## src/rtl/assert_macros.svh

```systemverilog
// Assertion helpers for the RTL. The first form checks only outside reset,
// the second also checks while reset is high.
`ifndef ASSERT_MACROS_SVH
`define ASSERT_MACROS_SVH

`ifndef SYNTHESIS

`define ASSERT_CLK(lbl, clk, rst, prop) \
  lbl: assert property (@(posedge clk) disable iff (rst) prop) \
    else $error("assertion failed");

`define ASSERT_CLK_ALWAYS(lbl, clk, prop) \
  lbl: assert property (@(posedge clk) prop) \
    else $error("assertion failed");

`else

`define ASSERT_CLK(lbl, clk, rst, prop)

`define ASSERT_CLK_ALWAYS(lbl, clk, prop)

`endif

`endif

```

## src/rtl/ebalu_pkg.sv

```systemverilog
`timescale 1ns / 1ps

package ebalu_pkg;

  typedef enum logic [4:0] {
    FN_ADD      = 5'd0,
    FN_ADC      = 5'd1,
    FN_SUB      = 5'd2,
    FN_SBC      = 5'd3,
    FN_AND      = 5'd4,
    FN_XOR      = 5'd5,
    FN_OR       = 5'd6,
    FN_CP       = 5'd7,
    FN_INC      = 5'd8,
    FN_DEC      = 5'd9,
    FN_RLCA     = 5'd10,
    FN_RRCA     = 5'd11,
    FN_RLA      = 5'd12,
    FN_RRA      = 5'd13,
    FN_RLC      = 5'd14,
    FN_RRC      = 5'd15,
    FN_RL       = 5'd16,
    FN_RR       = 5'd17,
    FN_SLA      = 5'd18,
    FN_SRA      = 5'd19,
    FN_SWAP     = 5'd20,
    FN_SRL      = 5'd21,
    FN_BIT      = 5'd22,
    FN_RES      = 5'd23,
    FN_SET      = 5'd24,
    FN_DAA      = 5'd25,
    FN_CPL      = 5'd26,
    FN_SCF      = 5'd27,
    FN_CCF      = 5'd28,
    FN_ADD16    = 5'd29,
    FN_ADDSPOFF = 5'd30
  } func_t;

  // flag bit positions
  localparam int unsigned FLAG_Z = 3;
  localparam int unsigned FLAG_N = 2;
  localparam int unsigned FLAG_H = 1;
  localparam int unsigned FLAG_C = 0;

  localparam logic [7:0] DAA_LO_ADJ   = 8'h06;
  localparam logic [7:0] DAA_HI_ADJ   = 8'h60;
  localparam logic [7:0] DAA_HI_LIMIT = 8'h99;

  localparam int unsigned IN_TDATA_W  = 64;
  localparam int unsigned OUT_TDATA_W = 32;

endpackage

```

## src/rtl/eight_bit_alu_with_flags_unit.sv

```systemverilog
`timescale 1ns / 1ps
// Channel   Dir  Width  Contents
// s_axis    in   64     func, opa, opb, bit_sel, flags_in, wide_a, wide_b
// m_axis    out  32     res_byte, res_word, flags_out, write_en
//
// One operation per cycle sustained while m_axis_tready stays high; each result
// passes the input register, then ALU logic into the result register.
// rst clears both stage valid bits; payload registers are not reset.
// A stalled result holds in the result register while one more operation
// waits in the input register; s_axis_tready drops only when both are full.
`include "assert_macros.svh"

module eight_bit_alu_with_flags_unit (
  input  logic        clk,
  input  logic        rst,
  input  logic        s_axis_tvalid,
  output logic        s_axis_tready,
  // [4:0] func, [12:5] opa, [20:13] opb, [23:21] bit_sel, [27:24] flags_in,
  // [43:28] wide_a, [59:44] wide_b, [63:60] zero
  input  logic [63:0] s_axis_tdata,
  output logic        m_axis_tvalid,
  input  logic        m_axis_tready,
  // [7:0] res_byte, [23:8] res_word, [27:24] flags_out, [28] write_en,
  // [31:29] zero
  output logic [31:0] m_axis_tdata
);

  // input register
  logic                 in_valid;
  ebalu_pkg::func_t     in_func;
  logic [7:0]           in_opa;
  logic [7:0]           in_opb;
  logic [2:0]           in_bit_sel;
  logic [3:0]           in_flags;
  logic [15:0]          in_wide_a;
  logic [15:0]          in_wide_b;

  // result register
  logic                 out_valid;
  logic [7:0]           out_res_byte;
  logic [15:0]          out_res_word;
  logic [3:0]           out_flags;
  logic                 out_write_en;

  logic                 advance;

  // ALU outputs
  logic [7:0]           rb;
  logic [15:0]          rw;
  logic [3:0]           fo;
  logic                 we;

  assign advance       = in_valid && (!out_valid || m_axis_tready);
  assign s_axis_tready = !in_valid || advance;
  assign m_axis_tvalid = out_valid;
  assign m_axis_tdata  = {3'b000, out_write_en, out_flags, out_res_word, out_res_byte};

  always_ff @(posedge clk) begin
    if (rst) begin
      in_valid <= 1'b0;
    end else if (s_axis_tready) begin
      in_valid <= s_axis_tvalid;
    end
    if (s_axis_tvalid && s_axis_tready) begin
      in_func    <= ebalu_pkg::func_t'(s_axis_tdata[4:0]);
      in_opa     <= s_axis_tdata[12:5];
      in_opb     <= s_axis_tdata[20:13];
      in_bit_sel <= s_axis_tdata[23:21];
      in_flags   <= s_axis_tdata[27:24];
      in_wide_a  <= s_axis_tdata[43:28];
      in_wide_b  <= s_axis_tdata[59:44];
    end
  end

  always_ff @(posedge clk) begin
    if (rst) begin
      out_valid <= 1'b0;
    end else if (advance) begin
      out_valid <= 1'b1;
    end else if (m_axis_tready) begin
      out_valid <= 1'b0;
    end
    if (advance) begin
      out_res_byte <= rb;
      out_res_word <= rw;
      out_flags    <= fo;
      out_write_en <= we;
    end
  end

  always_comb begin
    logic       cin;
    logic       t;
    logic [8:0] sum9;
    logic [4:0] sum5;
    logic [8:0] dif9;
    logic [4:0] dif5;
    logic [7:0] mask;
    logic [7:0] adj;
    logic       dc;
    logic [16:0] sum17;
    logic [12:0] sum13;
    logic [15:0] offs;

    cin   = in_flags[ebalu_pkg::FLAG_C];
    t     = ((in_func == ebalu_pkg::FN_ADC) || (in_func == ebalu_pkg::FN_SBC)) && cin;
    sum9  = {1'b0, in_opa} + {1'b0, in_opb} + {8'd0, t};
    sum5  = {1'b0, in_opa[3:0]} + {1'b0, in_opb[3:0]} + {4'd0, t};
    dif9  = {1'b0, in_opa} - {1'b0, in_opb} - {8'd0, t};
    dif5  = {1'b0, in_opa[3:0]} - {1'b0, in_opb[3:0]} - {4'd0, t};
    mask  = 8'd1 << in_bit_sel;
    sum17 = {1'b0, in_wide_a} + {1'b0, in_wide_b};
    sum13 = {1'b0, in_wide_a[11:0]} + {1'b0, in_wide_b[11:0]};
    offs  = {{8{in_opb[7]}}, in_opb};
    adj   = 8'd0;
    dc    = cin;

    rb = 8'd0;
    rw = 16'd0;
    fo = in_flags;
    we = 1'b1;

    case (in_func)
      ebalu_pkg::FN_ADD, ebalu_pkg::FN_ADC: begin
        rb = sum9[7:0];
        fo = {rb == 8'd0, 1'b0, sum5[4], sum9[8]};
      end
      ebalu_pkg::FN_SUB, ebalu_pkg::FN_SBC, ebalu_pkg::FN_CP: begin
        rb = dif9[7:0];
        fo = {rb == 8'd0, 1'b1, dif5[4], dif9[8]};
        if (in_func == ebalu_pkg::FN_CP) begin
          rb = in_opa;
          we = 1'b0;
        end
      end
      ebalu_pkg::FN_AND: begin
        rb = in_opa & in_opb;
        fo = {rb == 8'd0, 1'b0, 1'b1, 1'b0};
      end
      ebalu_pkg::FN_XOR: begin
        rb = in_opa ^ in_opb;
        fo = {rb == 8'd0, 3'b000};
      end
      ebalu_pkg::FN_OR: begin
        rb = in_opa | in_opb;
        fo = {rb == 8'd0, 3'b000};
      end
      ebalu_pkg::FN_INC: begin
        rb = in_opa + 8'd1;
        fo = {rb == 8'd0, 1'b0, in_opa[3:0] == 4'hf, cin};
      end
      ebalu_pkg::FN_DEC: begin
        rb = in_opa - 8'd1;
        fo = {rb == 8'd0, 1'b1, in_opa[3:0] == 4'h0, cin};
      end
      ebalu_pkg::FN_RLCA: begin
        rb = {in_opa[6:0], in_opa[7]};
        fo = {3'b000, in_opa[7]};
      end
      ebalu_pkg::FN_RRCA: begin
        rb = {in_opa[0], in_opa[7:1]};
        fo = {3'b000, in_opa[0]};
      end
      ebalu_pkg::FN_RLA: begin
        rb = {in_opa[6:0], cin};
        fo = {3'b000, in_opa[7]};
      end
      ebalu_pkg::FN_RRA: begin
        rb = {cin, in_opa[7:1]};
        fo = {3'b000, in_opa[0]};
      end
      ebalu_pkg::FN_RLC: begin
        rb = {in_opa[6:0], in_opa[7]};
        fo = {rb == 8'd0, 2'b00, in_opa[7]};
      end
      ebalu_pkg::FN_RRC: begin
        rb = {in_opa[0], in_opa[7:1]};
        fo = {rb == 8'd0, 2'b00, in_opa[0]};
      end
      ebalu_pkg::FN_RL: begin
        rb = {in_opa[6:0], cin};
        fo = {rb == 8'd0, 2'b00, in_opa[7]};
      end
      ebalu_pkg::FN_RR: begin
        rb = {cin, in_opa[7:1]};
        fo = {rb == 8'd0, 2'b00, in_opa[0]};
      end
      ebalu_pkg::FN_SLA: begin
        rb = {in_opa[6:0], 1'b0};
        fo = {rb == 8'd0, 2'b00, in_opa[7]};
      end
      ebalu_pkg::FN_SRA: begin
        rb = {in_opa[7], in_opa[7:1]};
        fo = {rb == 8'd0, 2'b00, in_opa[0]};
      end
      ebalu_pkg::FN_SWAP: begin
        rb = {in_opa[3:0], in_opa[7:4]};
        fo = {rb == 8'd0, 3'b000};
      end
      ebalu_pkg::FN_SRL: begin
        rb = {1'b0, in_opa[7:1]};
        fo = {rb == 8'd0, 2'b00, in_opa[0]};
      end
      ebalu_pkg::FN_BIT: begin
        rb = in_opa;
        we = 1'b0;
        fo = {(in_opa & mask) == 8'd0, 1'b0, 1'b1, cin};
      end
      ebalu_pkg::FN_RES: rb = in_opa & ~mask;
      ebalu_pkg::FN_SET: rb = in_opa | mask;
      ebalu_pkg::FN_DAA: begin
        if (!in_flags[ebalu_pkg::FLAG_N]) begin
          if (in_flags[ebalu_pkg::FLAG_H] || (in_opa[3:0] > 4'd9)) begin
            adj = adj | ebalu_pkg::DAA_LO_ADJ;
          end
          if (cin || (in_opa > ebalu_pkg::DAA_HI_LIMIT)) begin
            adj = adj | ebalu_pkg::DAA_HI_ADJ;
            dc  = 1'b1;
          end
          rb = in_opa + adj;
        end else begin
          if (in_flags[ebalu_pkg::FLAG_H]) begin
            adj = adj | ebalu_pkg::DAA_LO_ADJ;
          end
          if (cin) begin
            adj = adj | ebalu_pkg::DAA_HI_ADJ;
          end
          rb = in_opa - adj;
        end
        fo = {rb == 8'd0, in_flags[ebalu_pkg::FLAG_N], 1'b0, dc};
      end
      ebalu_pkg::FN_CPL: begin
        rb = ~in_opa;
        fo = {in_flags[ebalu_pkg::FLAG_Z], 1'b1, 1'b1, cin};
      end
      ebalu_pkg::FN_SCF: begin
        rb = in_opa;
        fo = {in_flags[ebalu_pkg::FLAG_Z], 2'b00, 1'b1};
      end
      ebalu_pkg::FN_CCF: begin
        rb = in_opa;
        fo = {in_flags[ebalu_pkg::FLAG_Z], 2'b00, ~cin};
      end
      ebalu_pkg::FN_ADD16: begin
        rw = sum17[15:0];
        fo = {in_flags[ebalu_pkg::FLAG_Z], 1'b0, sum13[12], sum17[16]};
      end
      ebalu_pkg::FN_ADDSPOFF: begin
        // flags come from the unsigned low nibble and low byte sums
        rw = in_wide_a + offs;
        sum9 = {1'b0, in_wide_a[7:0]} + {1'b0, in_opb};
        sum5 = {1'b0, in_wide_a[3:0]} + {1'b0, in_opb[3:0]};
        fo = {2'b00, sum5[4], sum9[8]};
      end
      default: begin
        // unassigned code: pass the operand, keep flags, no write back
        rb = in_opa;
        we = 1'b0;
      end
    endcase
  end

  `ASSERT_CLK_ALWAYS(a_reset_empties, clk, rst |=> (!in_valid && !out_valid))
  `ASSERT_CLK(a_accept_loads, clk, rst, (s_axis_tvalid && s_axis_tready) |=> in_valid)
  `ASSERT_CLK(a_hold_input, clk, rst, (in_valid && !advance) |=> (in_valid && $stable(in_opa) && $stable(in_func)))
  `ASSERT_CLK(a_no_write_cmp, clk, rst, (in_valid && ((in_func == ebalu_pkg::FN_CP) || (in_func == ebalu_pkg::FN_BIT))) |-> !we)
  `ASSERT_CLK(a_word_ops_byte_zero, clk, rst, (in_valid && ((in_func == ebalu_pkg::FN_ADD16) || (in_func == ebalu_pkg::FN_ADDSPOFF))) |-> (rb == 8'd0))

endmodule
```

## config.mk

```make
export PLATFORM = sky130hd
export DESIGN_NAME = eight_bit_alu_with_flags_unit
export DESIGN_NICKNAME = d
export VERILOG_FILES = /design/src/rtl/ebalu_pkg.sv /design/src/rtl/eight_bit_alu_with_flags_unit.sv
export VERILOG_INCLUDE_DIRS = /design/src /design/src/rtl
export SDC_FILE = /design/constraint.sdc
export NUM_CORES = 1
export LEC_CHECK = 0
export ABC_AREA = 1
export BUFFER_PORTS_ARGS = -buffer_cell sky130_fd_sc_hd__buf_2
export CAP_MARGIN = 20
export CORE_MARGIN = 2
export CORE_UTILIZATION = 58
export DETAILED_ROUTE_END_ITERATION = 16
export HOLD_SLACK_MARGIN = 0.12
export PLACE_DENSITY = 0.87
export SYNTH_ARGS = -nofsm -noshare
export SYNTH_HDL_FRONTEND = slang
export SYNTH_SLANG_ARGS = --single-unit
```

## constraint.sdc

```tcl
create_clock -name clk -period 4.1 [get_ports clk]
set_clock_uncertainty 0.05 [all_clocks]
set_input_delay 0.41 -clock clk [delete_from_list [all_inputs] [get_ports clk]]
set_output_delay 0.41 -clock clk [all_outputs]
set_load 0.02 [all_outputs]
```

# --- Yosys cells after proc, flatten, opt, wreduce, memory -nomap -nowiden ---
# Index checks and enable logic that the tools add are counted.
totals:
  reg_bits: 91
  inputBits: 68
  output_inout_bits: 34
  wordCells: 133
op_classes:
  add_sub_neg: 17
  n_lt_le_gt_ge: 2
  n_eq_ne: 31
  shifts: 1
  n_mux: 20
  n_bitwise: 9
  n_reduce_logical: 40
ops:
  columns: ["op", "n"]
  rows:
  - ["$pmux 8 s20", 1]
  - ["$logic_not 8->1", 15]
  - ["$pmux 4 s24", 1]
  - ["$eq 5x5->1 const B", 15]
  - ["$mux 8", 7]
  - ["$eq 5x4->1 const B", 8]
  - ["$pmux 16 s2", 1]
  - ["$reduce_or 27->1", 1]
  - ["$and 8x8->8", 3]
  - ["$eq 5x3->1 const B", 4]
  - ["$add 8x8->9", 2]
  - ["$add 16x16->17", 1]
  - ["$add 16x16->16", 1]
  - ["$not 8->8", 2]
  - ["$or 8x8->8", 2]
  - ["$reduce_or 2->1", 8]
  - ["$logic_not 7->1", 2]
  - ["$mux 7", 2]
  - ["$add 12x12->13", 1]
  - ["$add 4x4->5", 2]
  - ["$eq 5x2->1 const B", 2]
  - ["$add 9x1->9", 1]
  - ["$sub 8x8->9", 1]
  - ["$sub 9x1->9", 1]
  - ["other kinds (24)", 36]

# --- Longest topological paths before layout ---
depth:
  word_depth: 11
  depth_mapped: 24
  mapped_depth_nobuf: 23

# --- Least setup slack after synthesis ---
# No wires, ideal clock.
synth_path:
  kind: "flip-flop to flip-flop"
  from: "register in_opa[1]"
  to: "register out_res_byte[6], data pin"
  setup_ns: 0.260
  arrival_ns: 3.028
  required_ns: 3.790
  slack_ns: 0.762
  path_stages_with_launch: 20
  path_buffers: 1
  synth_period_minus_slack_ns: 3.338
  cell_sequence: "edfxtp_1 buf_2 inv_1 ha_1 nand3_1 o31ai_1 nand2_1 inv_1 ha_1 nand2_1 nand2_1 ha_1 nand2_1 or2_2 nand4_1 nand2_1 nand2_1 nand4_1 nor2_1 nand3_1"
synth_via:
  elab_chain_cells: 10
  elab_cells_between_ends: 20
  cone_classes: "add/sub (8); order compare (2); mux (8); reduce/logical (2)"
synth_lines:
  columns: ["element", "line", "source"]
  rows:
  - ["start, declared", "eight_bit_alu_with_flags_unit.sv:31", "logic [7:0] in_opa;"]
  - ["start signal, assigned", "eight_bit_alu_with_flags_unit.sv:66", "in_opa <= s_axis_tdata[12:5];"]
  - ["$gt 4x4->1", "eight_bit_alu_with_flags_unit.sv:213", "if (in_flags[ebalu_pkg::FLAG_H] || (in_opa[3:0] > 4'd9)) begin"]
  - ["$logic_or 1x1->1", "eight_bit_alu_with_flags_unit.sv:213", null]
  - ["$mux 3", "eight_bit_alu_with_flags_unit.sv:213", null]
  - ["$mux 7", "eight_bit_alu_with_flags_unit.sv:216", "if (cin || (in_opa > ebalu_pkg::DAA_HI_LIMIT)) begin"]
  - ["$mux 8", "eight_bit_alu_with_flags_unit.sv:212", "if (!in_flags[ebalu_pkg::FLAG_N]) begin"]
  - ["$mux 8", "eight_bit_alu_with_flags_unit.sv:123", "case (in_func)"]
  - ["$add 8x8->8", "eight_bit_alu_with_flags_unit.sv:220", "rb = in_opa + adj;"]
  - ["$mux 8", "eight_bit_alu_with_flags_unit.sv:212", null]
  - ["$mux 8", "eight_bit_alu_with_flags_unit.sv:123", null]
  - ["$pmux 8 s20 *", "eight_bit_alu_with_flags_unit.sv:123", null]
  - ["named net rb[6]", "eight_bit_alu_with_flags_unit.sv:48", "logic [7:0] rb;"]
  - ["end signal, assigned", "eight_bit_alu_with_flags_unit.sv:84", "out_res_byte <= rb;"]
  - ["end, declared", "eight_bit_alu_with_flags_unit.sv:40", "logic [7:0] out_res_byte;"]
# The timed path passes the listed nets; every way through them passes the cells marked *. The select of a mux whose other input is x is not followed.
# A chain may end at the register's enable or synchronous reset.

# --- Final worst setup path ---
layout_path:
  from: "register in_func[3]"
  to: "register out_res_byte[4], data pin"
layout_via:
  elab_chain_cells: 6
  elab_cells_between_ends: 41
  cone_classes: "add/sub (2); eq/ne (27); mux (2); reduce/logical (10)"
layout_lines:
  columns: ["element", "line", "source"]
  rows:
  - ["start, declared", "eight_bit_alu_with_flags_unit.sv:30", "ebalu_pkg::func_t in_func;"]
  - ["start signal, assigned", "eight_bit_alu_with_flags_unit.sv:65", "in_func <= ebalu_pkg::func_t'(s_axis_tdata[4:0]);"]
  - ["$eq 5x1->1 or $eq 5x2->1 (tied branches)", "eight_bit_alu_with_flags_unit.sv:106, eight_bit_alu_with_flags_unit.sv:123", null]
  - ["$logic_or 1x1->1", "eight_bit_alu_with_flags_unit.sv:106", "t = ((in_func == ebalu_pkg::FN_ADC) || (in_func == ebalu_pkg::FN_SBC)) && cin;"]
  - ["$logic_and 1x1->1", "eight_bit_alu_with_flags_unit.sv:106", null]
  - ["$sub 9x1->9", "eight_bit_alu_with_flags_unit.sv:109", "dif9 = {1'b0, in_opa} - {1'b0, in_opb} - {8'd0, t};"]
  - ["$mux 8", "eight_bit_alu_with_flags_unit.sv:131", "if (in_func == ebalu_pkg::FN_CP) begin"]
  - ["$pmux 8 s20 *", "eight_bit_alu_with_flags_unit.sv:123", null]
  - ["named net rb[4]", "eight_bit_alu_with_flags_unit.sv:48", null]
# The timed path passes the listed nets; every way through them passes the cells marked *.

==> impl_metrics.env <==
export IMPL_final_hold_viol_count=0
export IMPL_cts_root_buf="clkbuf_16"
export IMPL_rsz0062_at_grt="false"
export IMPL_detail_route_antenna_nets=0
export IMPL_num_io_pins=102
export IMPL_dieArea_um2=15240
export IMPL_cp_end_kind="register"
export IMPL_h_tree_depth=3
export IMPL_cts_inserted_buffers=9
export IMPL_cp_arrival_ns=3.68
export IMPL_layout_drive_gt1_share=0.1439
export IMPL_fin_cells=1417
export IMPL_slew_viol_final=0
export IMPL_clock_fmax_ghz=0.2740
export IMPL_finalSetupTns_ns=0
export IMPL_syn_area_per_cell_um2=7.331
export IMPL_synth_edf_count=89
export IMPL_port_buffers=94
export IMPL_die_h_um=123.5
export IMPL_dpl_hpwl_um=22050
export IMPL_grtUsageTotal=0.3848
export IMPL_core_um2=13930
export IMPL_post_cts_resized=0
export IMPL_synth_seq_cells=91
export IMPL_maxCapViolCount=0
export IMPL_synth_main_ff_cell="edfxtp_1"
export IMPL_netlist_area_um2=8277
export IMPL_outcome="finished, final reports clean"
export IMPL_tritoncts="done"
export IMPL_p_per_area_nw_per_um2=305.7
export IMPL_nets=1380
export IMPL_final_cell_mix="258 x nand2_1, 128 x inv_1, 122 x nor2_1"
export IMPL_cp_max_fo=6
export IMPL_clock_latency_ns=0.38
export IMPL_clkTransAtPathRegs_ns=0.09
export IMPL_grt_max_degree=42
export IMPL_grt_pass1_vias=7963
export IMPL_n_antenna_cell=0
export IMPL_place_inst=1401
export IMPL_whs_ns=0.1536
export IMPL_syn_instance_count=1129
export IMPL_peakVddDrop_uv=286.2
export IMPL_rows=43
export IMPL_routedWlPerCell_um=20.37
export IMPL_ys_async_sr_fraction=0
export IMPL_post_cts_setup_buffers=0
export IMPL_holdBufCountCts=0
export IMPL_globalplace_congestion=1.042
export IMPL_postPlaceCellArea_um2=9034
export IMPL_required_ns=4.13
export IMPL_vias=8624
export IMPL_post_route_period_util=0.8901
export IMPL_post_route_cell_area_um2=9328
export IMPL_route_detailed_drc=0
export IMPL_crit_type="reg -> reg"
export IMPL_clockBufferDepth=2
export IMPL_synth_distinct_cells=49
export IMPL_min_period_ns=3.649
export IMPL_areaGrowthSynthToFinish_pct=12.70
export IMPL_yosysSeqAreaShare=0.3277
export IMPL_antenna_found_initial=0
export IMPL_tightest_slew_ns=1.034
export IMPL_slew_headroom=0.3092
export IMPL_dr_pass1_iters=5
export IMPL_startpoint_type="register"
export IMPL_p_leak_nw=4.473
export IMPL_initial_utilization=0.5940
export IMPL_grt_overflow=0
export IMPL_routed_wl_um=28870
export IMPL_fin_util=0.6694
export IMPL_avgViaCountPerCell=6.086
export IMPL_hold_class="in -> reg"
export IMPL_die_x_um=123.5
export IMPL_setup_viol=0
export IMPL_drtIter0Drc=1022
export IMPL_yosysWarnings=0
export IMPL_layout_commonest_cell="nand2_1"
export IMPL_cts_sinks=91
export IMPL_grt_pass1_wl_um=43480
## Yosys cell counts (all sizes together), types with 3 or more instances
library cell	instances	area (um2)
nand2	264	1016
inv	139	521.8
nor2	132	535.5
nand3	103	530.5
edfxtp	89	2673
ha	74	925.9
a21oi	66	330.3
o21ai	66	345.3
o22ai	35	219.0
nor3	24	136.4
nand4	22	137.6
buf	18	107.6
xor2	16	140.1
clkbuf	12	45.04
xnor2	8	70.07
o21bai	7	52.55
or2	7	43.79
fa	6	120.1
nand3b	6	45.04
o211ai	5	37.54
a211oi	4	30.03
o31ai	4	30.03
a21o	3	22.52
## cells by family (layout without fill, tap and decap cells)
group	Yosys count	after routing	synth area share
compound gates	201	201	0.1395
xor+xnor	24	24	0.02540
fa+ha+maj	80	80	0.1264
buf+inv	170	276	0.08193
flops	91	91	0.3277
other cells	1	3	0.0004531
simple gates	562	562	0.2986
## report_power, final
| group | internal, mW | switching [mW] | leakage (nW) |
|---|---|---|---|
| combinational | 0.287 | 0.569 | 3.45 |
| clock | 0.427 | 0.429 | 0.137 |
| sequential | 1.09 | 0.0498 | 0.890 |
| total | 1.80 | 1.05 | 4.47 |
## final timing paths
path | from | end | slack [ns] | depth (start not counted)
worst max register to register | in_func[3] | out_res_byte[4] | 0.45 | 17
worst max-delay path | in_func[3] | out_res_byte[4] | 0.45 | 17
worst min register to register | in_valid | m_axis_tvalid | 0.50 | 2
worst min-delay path | s_axis_tdata[56] | in_wide_b[12] | 0.15 | 1
## flip-flops by register name, summed over array words and instances, names as in the netlist
register / count
in_wide_a: 16
in_wide_b: 16
out_res_word: 16
in_opa: 8
in_opb: 8
out_res_byte: 8
in_func: 5
in_flags: 4
out_flags: 4
in_bit_sel: 3
in_valid: 1
m_axis_tvalid: 1
out_write_en: 1
## layer usage
layer  share of wire  track usage  vias to the layer above
met3            0.10      0.07380                      121
met5               0            0                        -
met1            0.39       0.4931                     3892
met2            0.45       0.6188                      559
li1                -            -                     4052
met4           0.059       0.1967                        0
## worst max-delay path, cell delays in order (launching register included)
cell	delay, ns
edfxtp_1	0.49
nor2_2	0.30
nand2_1	0.09
nor3_1	0.17
buf_4	0.19
inv_1	0.06
fa_1	0.41
fa_1	0.39
inv_1	0.06
nand2_1	0.08
nand2_1	0.07
nand2_1	0.14
xor2_1	0.20
nand2_1	0.07
o211ai_1	0.10
o21ai_0	0.13
nor2_1	0.18
nand3_1	0.17
## area by class of cell
class / instances / area, um2
Multi-Input combinational cell: 870 / 4905
Inverter: 140 / 525.5
Timing Repair Buffer: 120 / 665.6
Clock inverter: 7 / 68.82
Sequential cell: 91 / 2713
Clock buffer: 9 / 225.2
Fill cell: 1212 / 4607
Tap cell: 180 / 225.2
## through the flow
| step | power [mW] | worst slack [ns] |
|---|---|---|
| after global placement | 1.960 | 0.6313 |
| after CTS | 2.822 | 0.4945 |
| final | 2.852 | 0.4508 |
| after global routing | 2.962 | 0.2379 |
| after detailed placement | 1.980 | 0.5315 |
| after floorplan | 1.721 | 0.7616 |
(Power assumes the default switching activity.)
